--- config.mk ---
export PLATFORM = sky130hd
export DESIGN_NAME = sha256_stream_hasher_top
export DESIGN_NICKNAME = d
export VERILOG_FILES = /design/src/sha_pkg.sv /design/src/sha_msg_ram.sv /design/src/sha_hash_ram.sv /design/src/sha_compress.sv /design/src/sha256_stream_hasher_top.sv
export SDC_FILE = /design/constraint.sdc
export NUM_CORES = 2
export LEC_CHECK = 0
export ABC_AREA = 0
export BUFFER_PORTS_ARGS = -buffer_cell sky130_fd_sc_hd__buf_2
export CORE_AREA = 10 10 445 447
export CTS_CLUSTER_SIZE = 14
export DETAILED_ROUTE_END_ITERATION = 10
export DIE_AREA = 0 0 455 457
export HOLD_SLACK_MARGIN = 0.1
export PLACE_DENSITY = 0.66
export SLEW_MARGIN = 20
export SYNTH_ARGS = -nofsm -noshare
export SYNTH_HDL_FRONTEND = slang
export SYNTH_SLANG_ARGS = --single-unit
--- constraint.sdc ---
create_clock -name clk -period 45.6 [get_ports clk]
set_input_delay 2.28 -clock clk [delete_from_list [all_inputs] [get_ports clk]]
set_output_delay 2.28 -clock clk [all_outputs]
set_load 0.005 [all_outputs]
--- src/sha_pkg.sv ---
// Shared definitions for the SHA-256 byte-stream hasher: round constants,
// initial hash value, a rotate helper and the datapath control struct.
// No dependencies.
`timescale 1ns / 1ps
`default_nettype none

package sha_pkg;

  localparam int unsigned WordW   = 32;
  localparam int unsigned NumHash = 8;
  localparam int unsigned PadLenAt = 56;
  localparam logic [7:0]  PadMarker = 8'h80;

  typedef logic [WordW-1:0] word_t;

  // Control from the sequencer to the compression datapath.
  typedef struct packed {
    logic       w_shift;     // advance the schedule window
    logic       w_from_mem;  // new window word comes from the block buffer
    logic       v_load;      // load working word v_idx from the hash store
    logic       v_add;       // add the hash store word into working word v_idx
    logic [2:0] v_idx;
    logic       round;       // run one compression round
    logic [5:0] t;           // round number
  } sha_ctl_t;

  function automatic word_t ror(input word_t x, input int unsigned n);
    ror = (x >> n) | (x << (WordW - n));
  endfunction

  function automatic word_t iv(input logic [2:0] idx);
    case (idx)
      3'd0:    iv = 32'h6a09e667;
      3'd1:    iv = 32'hbb67ae85;
      3'd2:    iv = 32'h3c6ef372;
      3'd3:    iv = 32'ha54ff53a;
      3'd4:    iv = 32'h510e527f;
      3'd5:    iv = 32'h9b05688c;
      3'd6:    iv = 32'h1f83d9ab;
      default: iv = 32'h5be0cd19;
    endcase
  endfunction

  function automatic word_t round_k(input logic [5:0] t);
    case (t)
      6'd0:  round_k = 32'h428a2f98;  6'd1:  round_k = 32'h71374491;
      6'd2:  round_k = 32'hb5c0fbcf;  6'd3:  round_k = 32'he9b5dba5;
      6'd4:  round_k = 32'h3956c25b;  6'd5:  round_k = 32'h59f111f1;
      6'd6:  round_k = 32'h923f82a4;  6'd7:  round_k = 32'hab1c5ed5;
      6'd8:  round_k = 32'hd807aa98;  6'd9:  round_k = 32'h12835b01;
      6'd10: round_k = 32'h243185be;  6'd11: round_k = 32'h550c7dc3;
      6'd12: round_k = 32'h72be5d74;  6'd13: round_k = 32'h80deb1fe;
      6'd14: round_k = 32'h9bdc06a7;  6'd15: round_k = 32'hc19bf174;
      6'd16: round_k = 32'he49b69c1;  6'd17: round_k = 32'hefbe4786;
      6'd18: round_k = 32'h0fc19dc6;  6'd19: round_k = 32'h240ca1cc;
      6'd20: round_k = 32'h2de92c6f;  6'd21: round_k = 32'h4a7484aa;
      6'd22: round_k = 32'h5cb0a9dc;  6'd23: round_k = 32'h76f988da;
      6'd24: round_k = 32'h983e5152;  6'd25: round_k = 32'ha831c66d;
      6'd26: round_k = 32'hb00327c8;  6'd27: round_k = 32'hbf597fc7;
      6'd28: round_k = 32'hc6e00bf3;  6'd29: round_k = 32'hd5a79147;
      6'd30: round_k = 32'h06ca6351;  6'd31: round_k = 32'h14292967;
      6'd32: round_k = 32'h27b70a85;  6'd33: round_k = 32'h2e1b2138;
      6'd34: round_k = 32'h4d2c6dfc;  6'd35: round_k = 32'h53380d13;
      6'd36: round_k = 32'h650a7354;  6'd37: round_k = 32'h766a0abb;
      6'd38: round_k = 32'h81c2c92e;  6'd39: round_k = 32'h92722c85;
      6'd40: round_k = 32'ha2bfe8a1;  6'd41: round_k = 32'ha81a664b;
      6'd42: round_k = 32'hc24b8b70;  6'd43: round_k = 32'hc76c51a3;
      6'd44: round_k = 32'hd192e819;  6'd45: round_k = 32'hd6990624;
      6'd46: round_k = 32'hf40e3585;  6'd47: round_k = 32'h106aa070;
      6'd48: round_k = 32'h19a4c116;  6'd49: round_k = 32'h1e376c08;
      6'd50: round_k = 32'h2748774c;  6'd51: round_k = 32'h34b0bcb5;
      6'd52: round_k = 32'h391c0cb3;  6'd53: round_k = 32'h4ed8aa4a;
      6'd54: round_k = 32'h5b9cca4f;  6'd55: round_k = 32'h682e6ff3;
      6'd56: round_k = 32'h748f82ee;  6'd57: round_k = 32'h78a5636f;
      6'd58: round_k = 32'h84c87814;  6'd59: round_k = 32'h8cc70208;
      6'd60: round_k = 32'h90befffa;  6'd61: round_k = 32'ha4506ceb;
      6'd62: round_k = 32'hbef9a3f7;  default: round_k = 32'hc67178f2;
    endcase
  endfunction

endpackage

`default_nettype wire

--- src/sha_msg_ram.sv ---
// Block buffer: 16 x 32-bit memory, byte-wide writes, registered word reads.
// Bytes are stored big-endian within a word. Uses sha_pkg.
`timescale 1ns / 1ps
`default_nettype none

module sha_msg_ram (
  input  wire               clk,
  input  wire               wr_en,
  input  wire  [5:0]        wr_addr,
  input  wire  [7:0]        wr_data,
  input  wire  [3:0]        rd_addr,
  output sha_pkg::word_t    rd_data
);

  sha_pkg::word_t mem_r [16];
  sha_pkg::word_t rd_data_r;

  always_ff @(posedge clk) begin
    if (wr_en) begin
      mem_r[wr_addr[5:2]][{~wr_addr[1:0], 3'b000} +: 8] <= wr_data;
    end
    rd_data_r <= mem_r[rd_addr];
  end

  assign rd_data = rd_data_r;

endmodule

`default_nettype wire

--- src/sha_hash_ram.sv ---
// Running hash store: 8 x 32-bit memory with registered reads and a valid
// bit per entry; an entry not yet written reads as the initial hash.
// Uses sha_pkg.
`timescale 1ns / 1ps
`default_nettype none

module sha_hash_ram (
  input  wire                    clk,
  input  wire                    rst_n,
  input  wire                    clr,
  input  wire                    wr_en,
  input  wire  [2:0]             wr_addr,
  input  wire  sha_pkg::word_t   wr_data,
  input  wire  [2:0]             rd_addr,
  output sha_pkg::word_t         rd_data
);

  sha_pkg::word_t mem_r [sha_pkg::NumHash];
  sha_pkg::word_t mem_q_r;
  logic [sha_pkg::NumHash-1:0] valid_r;
  logic [2:0] rd_addr_r;
  logic       rd_vld_r;

  always_ff @(posedge clk) begin
    if (wr_en) begin
      mem_r[wr_addr] <= wr_data;
    end
    mem_q_r   <= mem_r[rd_addr];
    rd_addr_r <= rd_addr;
    rd_vld_r  <= valid_r[rd_addr];
  end

  // Clearing the valid bits restores the initial hash.
  always_ff @(posedge clk) begin
    if (!rst_n || clr) begin
      valid_r <= '0;
    end else if (wr_en) begin
      valid_r[wr_addr] <= 1'b1;
    end
  end

  assign rd_data = rd_vld_r ? mem_q_r : sha_pkg::iv(rd_addr_r);

endmodule

`default_nettype wire

--- src/sha_compress.sv ---
// Compression datapath: eight working words, the 16-word message schedule
// window and the round logic, one round per cycle while ctl.round is set. Uses sha_pkg.
`timescale 1ns / 1ps
`default_nettype none

module sha_compress (
  input  wire                      clk,
  input  wire  sha_pkg::sha_ctl_t  ctl,
  input  wire  sha_pkg::word_t     msg_word,
  input  wire  sha_pkg::word_t     hash_word,
  output sha_pkg::word_t           sum_word,
  input  wire  [2:0]               out_idx,
  output sha_pkg::word_t           out_word
);

  sha_pkg::word_t v_r [sha_pkg::NumHash];
  sha_pkg::word_t w_r [16];

  sha_pkg::word_t w_new, big_s0, big_s1, ch, maj, t1, sm_s0, sm_s1;

  always_comb begin
    sm_s0 = sha_pkg::ror(w_r[1], 7) ^ sha_pkg::ror(w_r[1], 18) ^ (w_r[1] >> 3);
    sm_s1 = sha_pkg::ror(w_r[14], 17) ^ sha_pkg::ror(w_r[14], 19) ^ (w_r[14] >> 10);
    w_new = w_r[0] + sm_s0 + w_r[9] + sm_s1;

    big_s1 = sha_pkg::ror(v_r[4], 6) ^ sha_pkg::ror(v_r[4], 11) ^ sha_pkg::ror(v_r[4], 25);
    ch     = (v_r[4] & v_r[5]) ^ (~v_r[4] & v_r[6]);
    t1     = v_r[7] + big_s1 + ch + sha_pkg::round_k(ctl.t) + w_r[0];
    big_s0 = sha_pkg::ror(v_r[0], 2) ^ sha_pkg::ror(v_r[0], 13) ^ sha_pkg::ror(v_r[0], 22);
    maj    = (v_r[0] & v_r[1]) ^ (v_r[0] & v_r[2]) ^ (v_r[1] & v_r[2]);
  end

  assign sum_word = hash_word + v_r[ctl.v_idx];
  assign out_word = v_r[out_idx];

  always_ff @(posedge clk) begin
    if (ctl.w_shift) begin
      for (int i = 0; i < 15; i++) begin
        w_r[i] <= w_r[i+1];
      end
      w_r[15] <= ctl.w_from_mem ? msg_word : w_new;
    end
  end

  always_ff @(posedge clk) begin
    if (ctl.v_load) begin
      v_r[ctl.v_idx] <= hash_word;
    end else if (ctl.v_add) begin
      v_r[ctl.v_idx] <= sum_word;
    end else if (ctl.round) begin
      v_r[7] <= v_r[6];
      v_r[6] <= v_r[5];
      v_r[5] <= v_r[4];
      v_r[4] <= v_r[3] + t1;
      v_r[3] <= v_r[2];
      v_r[2] <= v_r[1];
      v_r[1] <= v_r[0];
      v_r[0] <= t1 + big_s0 + maj;
    end
  end

endmodule

`default_nettype wire

--- src/sha256_stream_hasher_top.sv ---
// Top level of the SHA-256 byte-stream hasher: sequencer, length counter and
// handshakes. Depends on sha_pkg, sha_msg_ram, sha_hash_ram, sha_compress.
//
//   Channel | Ports                                             | Direction
//   --------+---------------------------------------------------+----------
//   input   | in_valid/in_ready, in_data_byte, in_byte_present,  | in
//           | in_end_of_message                                 |
//   result  | out_valid/out_ready, out_digest_word,             | out
//           | out_word_index, out_last_word                     |
//
// A byte beat that neither completes a block nor ends the message leaves the
// sequencer idle. The beat that fills a 64-byte block starts a compression: a
// load phase reads the block and hash words out of the memories, 64 rounds run
// on the single round unit, and a write-back phase adds and writes back the
// hash. An end beat writes the padding one byte per cycle through the block
// buffer's write port (up to 72 bytes), runs one or two compressions, then
// presents the eight digest beats; out_ready stalls hold the digest in place.
// Only one beat is in work at a time: in_ready is high only while the sequencer
// is idle. Reset is synchronous and leaves the block ready for a new message
// with the initial hash; no clearing pass is needed.
`timescale 1ns / 1ps
`default_nettype none

module sha256_stream_hasher_top (
  input  wire          clk,
  input  wire          rst_n,
  input  wire          in_valid,
  output logic         in_ready,
  input  wire  [7:0]   in_data_byte,
  input  wire          in_byte_present,
  input  wire          in_end_of_message,
  output logic         out_valid,
  input  wire          out_ready,
  output logic [31:0]  out_digest_word,
  output logic [2:0]   out_word_index,
  output logic         out_last_word
);

  typedef enum logic [5:0] {
    S_IDLE  = 6'b000001,
    S_PAD   = 6'b000010,
    S_LOAD  = 6'b000100,
    S_ROUND = 6'b001000,
    S_WB    = 6'b010000,
    S_OUT   = 6'b100000
  } state_t;

  state_t      state_r, state_nxt;
  logic [6:0]  cnt_r, cnt_nxt;
  logic [5:0]  fill_r, fill_nxt;
  logic [63:0] bits_r, bits_nxt;
  logic        end_pend_r, end_pend_nxt;   // an end beat is being finished
  logic        marker_r, marker_nxt;       // the 0x80 marker has been written
  logic        len_blk_r, len_blk_nxt;     // the current pad block holds the length
  logic        final_r, final_nxt;         // the running compression is the last one

  logic        in_acc, out_acc;
  logic        len_now;
  logic [7:0]  pad_byte;

  logic        msg_we;
  logic [5:0]  msg_waddr;
  logic [7:0]  msg_wdata;
  logic [3:0]  msg_raddr;
  sha_pkg::word_t msg_rdata;

  logic        hash_we, hash_clr;
  logic [2:0]  hash_waddr, hash_raddr;
  sha_pkg::word_t hash_rdata, hash_sum;

  sha_pkg::sha_ctl_t ctl;
  sha_pkg::word_t    digest_word;

  assign in_ready  = (state_r == S_IDLE);
  assign in_acc    = in_valid && in_ready;
  assign out_valid = (state_r == S_OUT);
  assign out_acc   = out_valid && out_ready;

  assign out_word_index  = cnt_r[2:0];
  assign out_last_word   = (cnt_r[2:0] == 3'd7);
  assign out_digest_word = digest_word;

  // Length bytes go out most significant first at byte positions 56..63.
  assign len_now  = marker_r ? len_blk_r : (fill_r < 6'(sha_pkg::PadLenAt));
  assign pad_byte = !marker_r ? sha_pkg::PadMarker :
                    (len_blk_r && fill_r >= 6'(sha_pkg::PadLenAt)) ?
                    8'(bits_r >> {~fill_r[2:0], 3'b000}) : 8'h00;

  always_comb begin
    state_nxt    = state_r;
    cnt_nxt      = cnt_r;
    fill_nxt     = fill_r;
    bits_nxt     = bits_r;
    end_pend_nxt = end_pend_r;
    marker_nxt   = marker_r;
    len_blk_nxt  = len_blk_r;
    final_nxt    = final_r;

    msg_we     = 1'b0;
    msg_waddr  = fill_r;
    msg_wdata  = pad_byte;
    msg_raddr  = cnt_r[3:0];
    hash_we    = 1'b0;
    hash_clr   = 1'b0;
    hash_waddr = 3'(cnt_r - 7'd1);
    hash_raddr = cnt_r[2:0];

    ctl            = '0;
    ctl.t          = cnt_r[5:0];
    ctl.v_idx      = 3'(cnt_r - 7'd1);

    case (state_r)
      S_IDLE: begin
        if (in_acc) begin
          end_pend_nxt = in_end_of_message;
          marker_nxt   = 1'b0;
          final_nxt    = 1'b0;
          if (in_byte_present) begin
            msg_we    = 1'b1;
            msg_wdata = in_data_byte;
            fill_nxt  = fill_r + 6'd1;
            bits_nxt  = bits_r + 64'd8;
          end
          cnt_nxt = '0;
          if (in_byte_present && fill_r == 6'd63) begin
            state_nxt = S_LOAD;
          end else if (in_end_of_message) begin
            state_nxt = S_PAD;
          end
        end
      end
      S_PAD: begin
        msg_we     = 1'b1;
        fill_nxt   = fill_r + 6'd1;
        marker_nxt = 1'b1;
        if (!marker_r) begin
          len_blk_nxt = len_now;
        end
        if (fill_r == 6'd63) begin
          final_nxt   = len_now;
          len_blk_nxt = 1'b1;
          cnt_nxt     = '0;
          state_nxt   = S_LOAD;
        end
      end
      S_LOAD: begin
        // Reads issued at cnt, data captured at cnt + 1.
        ctl.w_shift    = (cnt_r != 7'd0);
        ctl.w_from_mem = 1'b1;
        ctl.v_load     = (cnt_r != 7'd0) && (cnt_r <= 7'd8);
        cnt_nxt        = cnt_r + 7'd1;
        if (cnt_r == 7'd16) begin
          cnt_nxt   = '0;
          state_nxt = S_ROUND;
        end
      end
      S_ROUND: begin
        ctl.round   = 1'b1;
        ctl.w_shift = 1'b1;
        cnt_nxt     = cnt_r + 7'd1;
        if (cnt_r == 7'd63) begin
          cnt_nxt   = '0;
          state_nxt = S_WB;
        end
      end
      S_WB: begin
        // Read of entry j overlaps the write of entry j - 1, never the same one.
        ctl.v_add = (cnt_r != 7'd0);
        hash_we   = (cnt_r != 7'd0);
        cnt_nxt   = cnt_r + 7'd1;
        if (cnt_r == 7'd8) begin
          cnt_nxt = '0;
          if (final_r) begin
            state_nxt = S_OUT;
          end else if (end_pend_r) begin
            state_nxt = S_PAD;
          end else begin
            state_nxt = S_IDLE;
          end
        end
      end
      S_OUT: begin
        if (out_acc) begin
          cnt_nxt = cnt_r + 7'd1;
          if (out_last_word) begin
            hash_clr     = 1'b1;
            cnt_nxt      = '0;
            fill_nxt     = '0;
            bits_nxt     = '0;
            end_pend_nxt = 1'b0;
            marker_nxt   = 1'b0;
            len_blk_nxt  = 1'b0;
            final_nxt    = 1'b0;
            state_nxt    = S_IDLE;
          end
        end
      end
      default: begin
        state_nxt = S_IDLE;
      end
    endcase
  end

  always_ff @(posedge clk) begin
    if (!rst_n) begin
      state_r    <= S_IDLE;
      cnt_r      <= '0;
      fill_r     <= '0;
      bits_r     <= '0;
      end_pend_r <= 1'b0;
      marker_r   <= 1'b0;
      len_blk_r  <= 1'b0;
      final_r    <= 1'b0;
    end else begin
      state_r    <= state_nxt;
      cnt_r      <= cnt_nxt;
      fill_r     <= fill_nxt;
      bits_r     <= bits_nxt;
      end_pend_r <= end_pend_nxt;
      marker_r   <= marker_nxt;
      len_blk_r  <= len_blk_nxt;
      final_r    <= final_nxt;
    end
  end

  sha_msg_ram u_msg_ram (
    .clk     (clk),
    .wr_en   (msg_we),
    .wr_addr (msg_waddr),
    .wr_data (msg_wdata),
    .rd_addr (msg_raddr),
    .rd_data (msg_rdata)
  );

  sha_hash_ram u_hash_ram (
    .clk     (clk),
    .rst_n   (rst_n),
    .clr     (hash_clr),
    .wr_en   (hash_we),
    .wr_addr (hash_waddr),
    .wr_data (hash_sum),
    .rd_addr (hash_raddr),
    .rd_data (hash_rdata)
  );

  sha_compress u_compress (
    .clk       (clk),
    .ctl       (ctl),
    .msg_word  (msg_rdata),
    .hash_word (hash_rdata),
    .sum_word  (hash_sum),
    .out_idx   (cnt_r[2:0]),
    .out_word  (digest_word)
  );

  // A byte that completes a block always starts a compression.
  a_full_block_compresses: assert property (@(posedge clk) disable iff (!rst_n)
    in_acc && in_byte_present && fill_r == 6'd63 |=> state_r == S_LOAD)
    else $error("full block did not start compression");

  // The round phase ends at round 63 and hands over to write-back.
  a_rounds_end: assert property (@(posedge clk) disable iff (!rst_n)
    state_r == S_ROUND && cnt_r == 7'd63 |=> state_r == S_WB && cnt_r == 7'd0)
    else $error("round phase did not hand over to write-back");

  // Padding only runs while an end beat is being finished.
  a_pad_needs_end: assert property (@(posedge clk) disable iff (!rst_n)
    state_r == S_PAD |-> end_pend_r)
    else $error("padding without an end beat");

  // The last digest beat restarts the message state.
  a_restart: assert property (@(posedge clk) disable iff (!rst_n)
    out_acc && out_last_word |=> state_r == S_IDLE && fill_r == 6'd0 && bits_r == 64'd0)
    else $error("message state not restarted after digest");

  // Digest beats are only shown after a final compression.
  a_out_final: assert property (@(posedge clk) disable iff (!rst_n)
    out_valid |-> final_r && end_pend_r)
    else $error("digest shown without a final compression");

endmodule

`default_nettype wire

==> impl_metrics.tcl <==
set metrics [dict create \
    outcome "complete, no violations" \
    cts.clk_slew.worst_paths_ns 0.06 \
    cts_sinks 1731 \
    worst_pin_slew_ns 1.26 \
    die_w_um 455 \
    yosys.area.top_type "edfxtp_1" \
    avgSynthCellArea_um2 14.0 \
    end_kind "register" \
    syn_inst 6047 \
    synth_cell_types 89 \
    synth_mux_area_share_pct 9.66 \
    numCtsBuffers 177 \
    dpl.hpwl_mm 171 \
    drc_errors 0 \
    max_freq_ghz 0.130 \
    clkLatencyLatePin_ns 0.85 \
    cts_tree "built" \
    port_buffers 51 \
    die_h_um 457 \
    cts_hold_buf 0 \
    synthAdderAreaFrac_pct 7.16 \
    initial_utilization_pct 44.6 \
    nNetsFinal 6443 \
    synth-xor-area-share_pct 4.70 \
    rsz0062_at_grt "no" \
    stdcell_count 8725 \
    cp-start-kind "register" \
    report.final.setup_viol 0 \
    synth_seq_cells 1731 \
    p_leak_nw 32.8 \
    wl_per_cell_um 28.0 \
    cts_setup_buffers 0 \
    skew_ns 0.0553 \
    syn_area_um2 84400 \
    min-delay-start "u_compress.w_r[0][164]" \
    r2r_start "u_compress.v_r[7][2]" \
    slew_violations 0 \
    yosys.area_share.simple_pct 6.21 \
    hold_slack_ns 0.384 \
    synthFlopType "edfxtp_1" \
    h-tree-depth 4 \
    grt_max_degree 190 \
    area_growth_pct 11.0 \
    die_area_um2 208000 \
    critical_path_class "register to register" \
    vias_per_cell 6.06 \
    clock-root-buffer "clkbuf_16" \
    grt_usage_pct 23.1 \
    synth_top_family_by_area "compound AO/OA/AOI/OAI gates" \
    yosys_warnings 0 \
    min_period_ns 7.68 \
    wl_mm 245 \
    vias 52900 \
    cts_resized 0 \
    crit_fanout 5 \
    first_pass_iters 9 \
    ant_nets 0 \
    drive_above_1_share_pct 14.9 \
    required_ns 46.17 \
    netlist.area_leader.share_pct 54.6 \
    hp-class "register to register" \
    slew_headroom_pct 15.5 \
    yosysSeqAreaShare_pct 59.3 \
    drtIter0Drc 6823 \
    power.density_nw_per_um2 35.7 \
    fillCellCount 16000 \
    synth.most_common_cell "edfxtp_1" \
    maxCapViolCount 0 \
    finalCritPeriodShare_pct 16.9 \
    first_global_vias 50700 \
    synth-edff-count 1536 \
    io_pins 52 \
    final.setup.tns_ns 0 \
    crit_start "u_compress.v_r[7][2]" \
    synthTopCellsByCount "edfxtp_1 (1536), inv_1 (398), nor2_1 (380), a21o_1 (311), mux4_2 (303)" \
    antenna_found_initial 16 \
    clock_path_buffers 3 \
    place.gp.congestion 0.988 \
    placedCellCount 8391 \
    core_um2 189000 \
    grt_first_pass_wirelength_mm 355 \
    synth_nets 6430 \
    peakVddDrop_mv 0.0384 \
    rows 160 \
    hold_viol 0 \
    cp.arrival_ns 8.26 \
    synthTopCellsByArea "edfxtp_1 (55%), mux4_2 (8.1%), dfxtp_1 (4.6%), fa_1 (4.5%), a21o_1 (2.8%)" \
    grt_overflow_total 0 \
    synth_compound_area_share_pct 9.70 \
    ys_async_sr_fraction_pct 0 \
]
layer usage:
layer	routed length, um	up-vias	track usage (%)
met1	106000	27000	34.6
li1	-	22700	-
met2	106000	2811	33.1
met3	24200	410	4.81
met5	16	-	0
met4	8990	2	7.87
layout by cell type (no fill, tap or decap), types with 190 or more instances in the layout:
master	count
a21o_1	311
mux4_2	303
inv_1	398
nor2_1	367
nand2_1	293
o21ai_0	199
edfxtp_1	1536
xor2_1	190
xnor2_1	260
a21oi_1	217
power breakdown:
group / switching (mW) / internal, mW
Sequential: 0.00571 / 1.73
Combinational: 0.0792 / 0.0348
Clock: 0.636 / 0.861
Total: 0.721 / 2.62
kinds of logic after synthesis:
| family | Yosys count |
|---|---|
| and+or+nand+nor | 1126 |
| DFF | 1731 |
| muxes | 424 |
| buffers and inverters | 719 |
| AOI/OAI and AO/OA | 1225 |
| xor gates and xnor gates | 451 |
| adders and majority gates | 371 |
final timing paths:
kind	end	slack, ns	cells after the start
hold reg to reg	u_compress.w_r[0][132]	0.38	0
setup reg to reg	u_compress.v_r[0][31]	37.92	27
setup / recovery	u_compress.v_r[0][31]	37.92	27
hold / removal	u_compress.w_r[0][132]	0.38	0
through the flow:
step | setup WS (ns) | power (mW) | utilization, % | cell area [um^2]
final | 37.92 | 3.34 | 49.6 | 93800
after global routing | 37.61 | 3.44 | 49.6 | 93700
after CTS | 38.07 | 3.37 | 49.5 | 93700
after detailed placement | 38.10 | 1.88 | 46.3 | 87600
after global placement | 38.07 | 1.87 | 46.3 | 87600
after floorplan | 6.74 | 1.84 | - | 84400
registers in the layout, indices dropped and copies added (netlist names), named ones only:
| register | cells |
|---|---|
| len_blk_r | 1 |
| u_msg_ram.mem_r | 512 |
| final_r | 1 |
| bits_r | 61 |
| u_compress.v_r | 256 |
| cnt_r | 7 |
| marker_r | 1 |
| fill_r | 6 |
| u_msg_ram.rd_data | 32 |
| u_compress.w_r | 512 |
| u_hash_ram.valid_r | 8 |
| u_hash_ram.rd_addr_r | 3 |
| u_hash_ram.mem_q_r | 32 |
| end_pend_r | 1 |
| u_hash_ram.mem_r | 256 |
| state_r | 6 |
| u_hash_ram.rd_vld_r | 1 |
worst max-delay path: stages (launching register included):
cell and delay (ns):
edfxtp_1 0.38, inv_1 0.08, fa_1 0.54, inv_1 0.05
fa_1 0.50, fa_1 0.46, ha_1 0.30, a21o_1 0.19
a211oi_1 0.32, o21a_1 0.23, nor3_1 0.07, nand3b_1 0.32
a21o_1 0.26, a21o_1 0.18, xor2_1 0.33, inv_1 0.11
fa_1 0.49, inv_1 0.04, ha_1 0.33, a21o_1 0.18
a21o_1 0.17, a221oi_1 0.28, o21ai_0 0.38, a221o_1 0.50
a211oi_1 0.29, xnor2_1 0.13, xnor2_1 0.13, a21o_1 0.18
cell type report:
class / instances / area (um^2) / area share [%]
antenna: 5 / 12.5 / 0.0133
sequential: 1731 / 50000 / 53.4
inverter: 403 / 1520 / 1.62
clock buffer: 222 / 4790 / 5.11
tap: 2511 / 3140 / 3.35
multi-input combinational: 3597 / 31900 / 34.0
timing repair buffer: 150 / 1030 / 1.10
clock inverter: 106 / 1310 / 1.40
No activity file was read; power rests on OpenSTA's default activity.
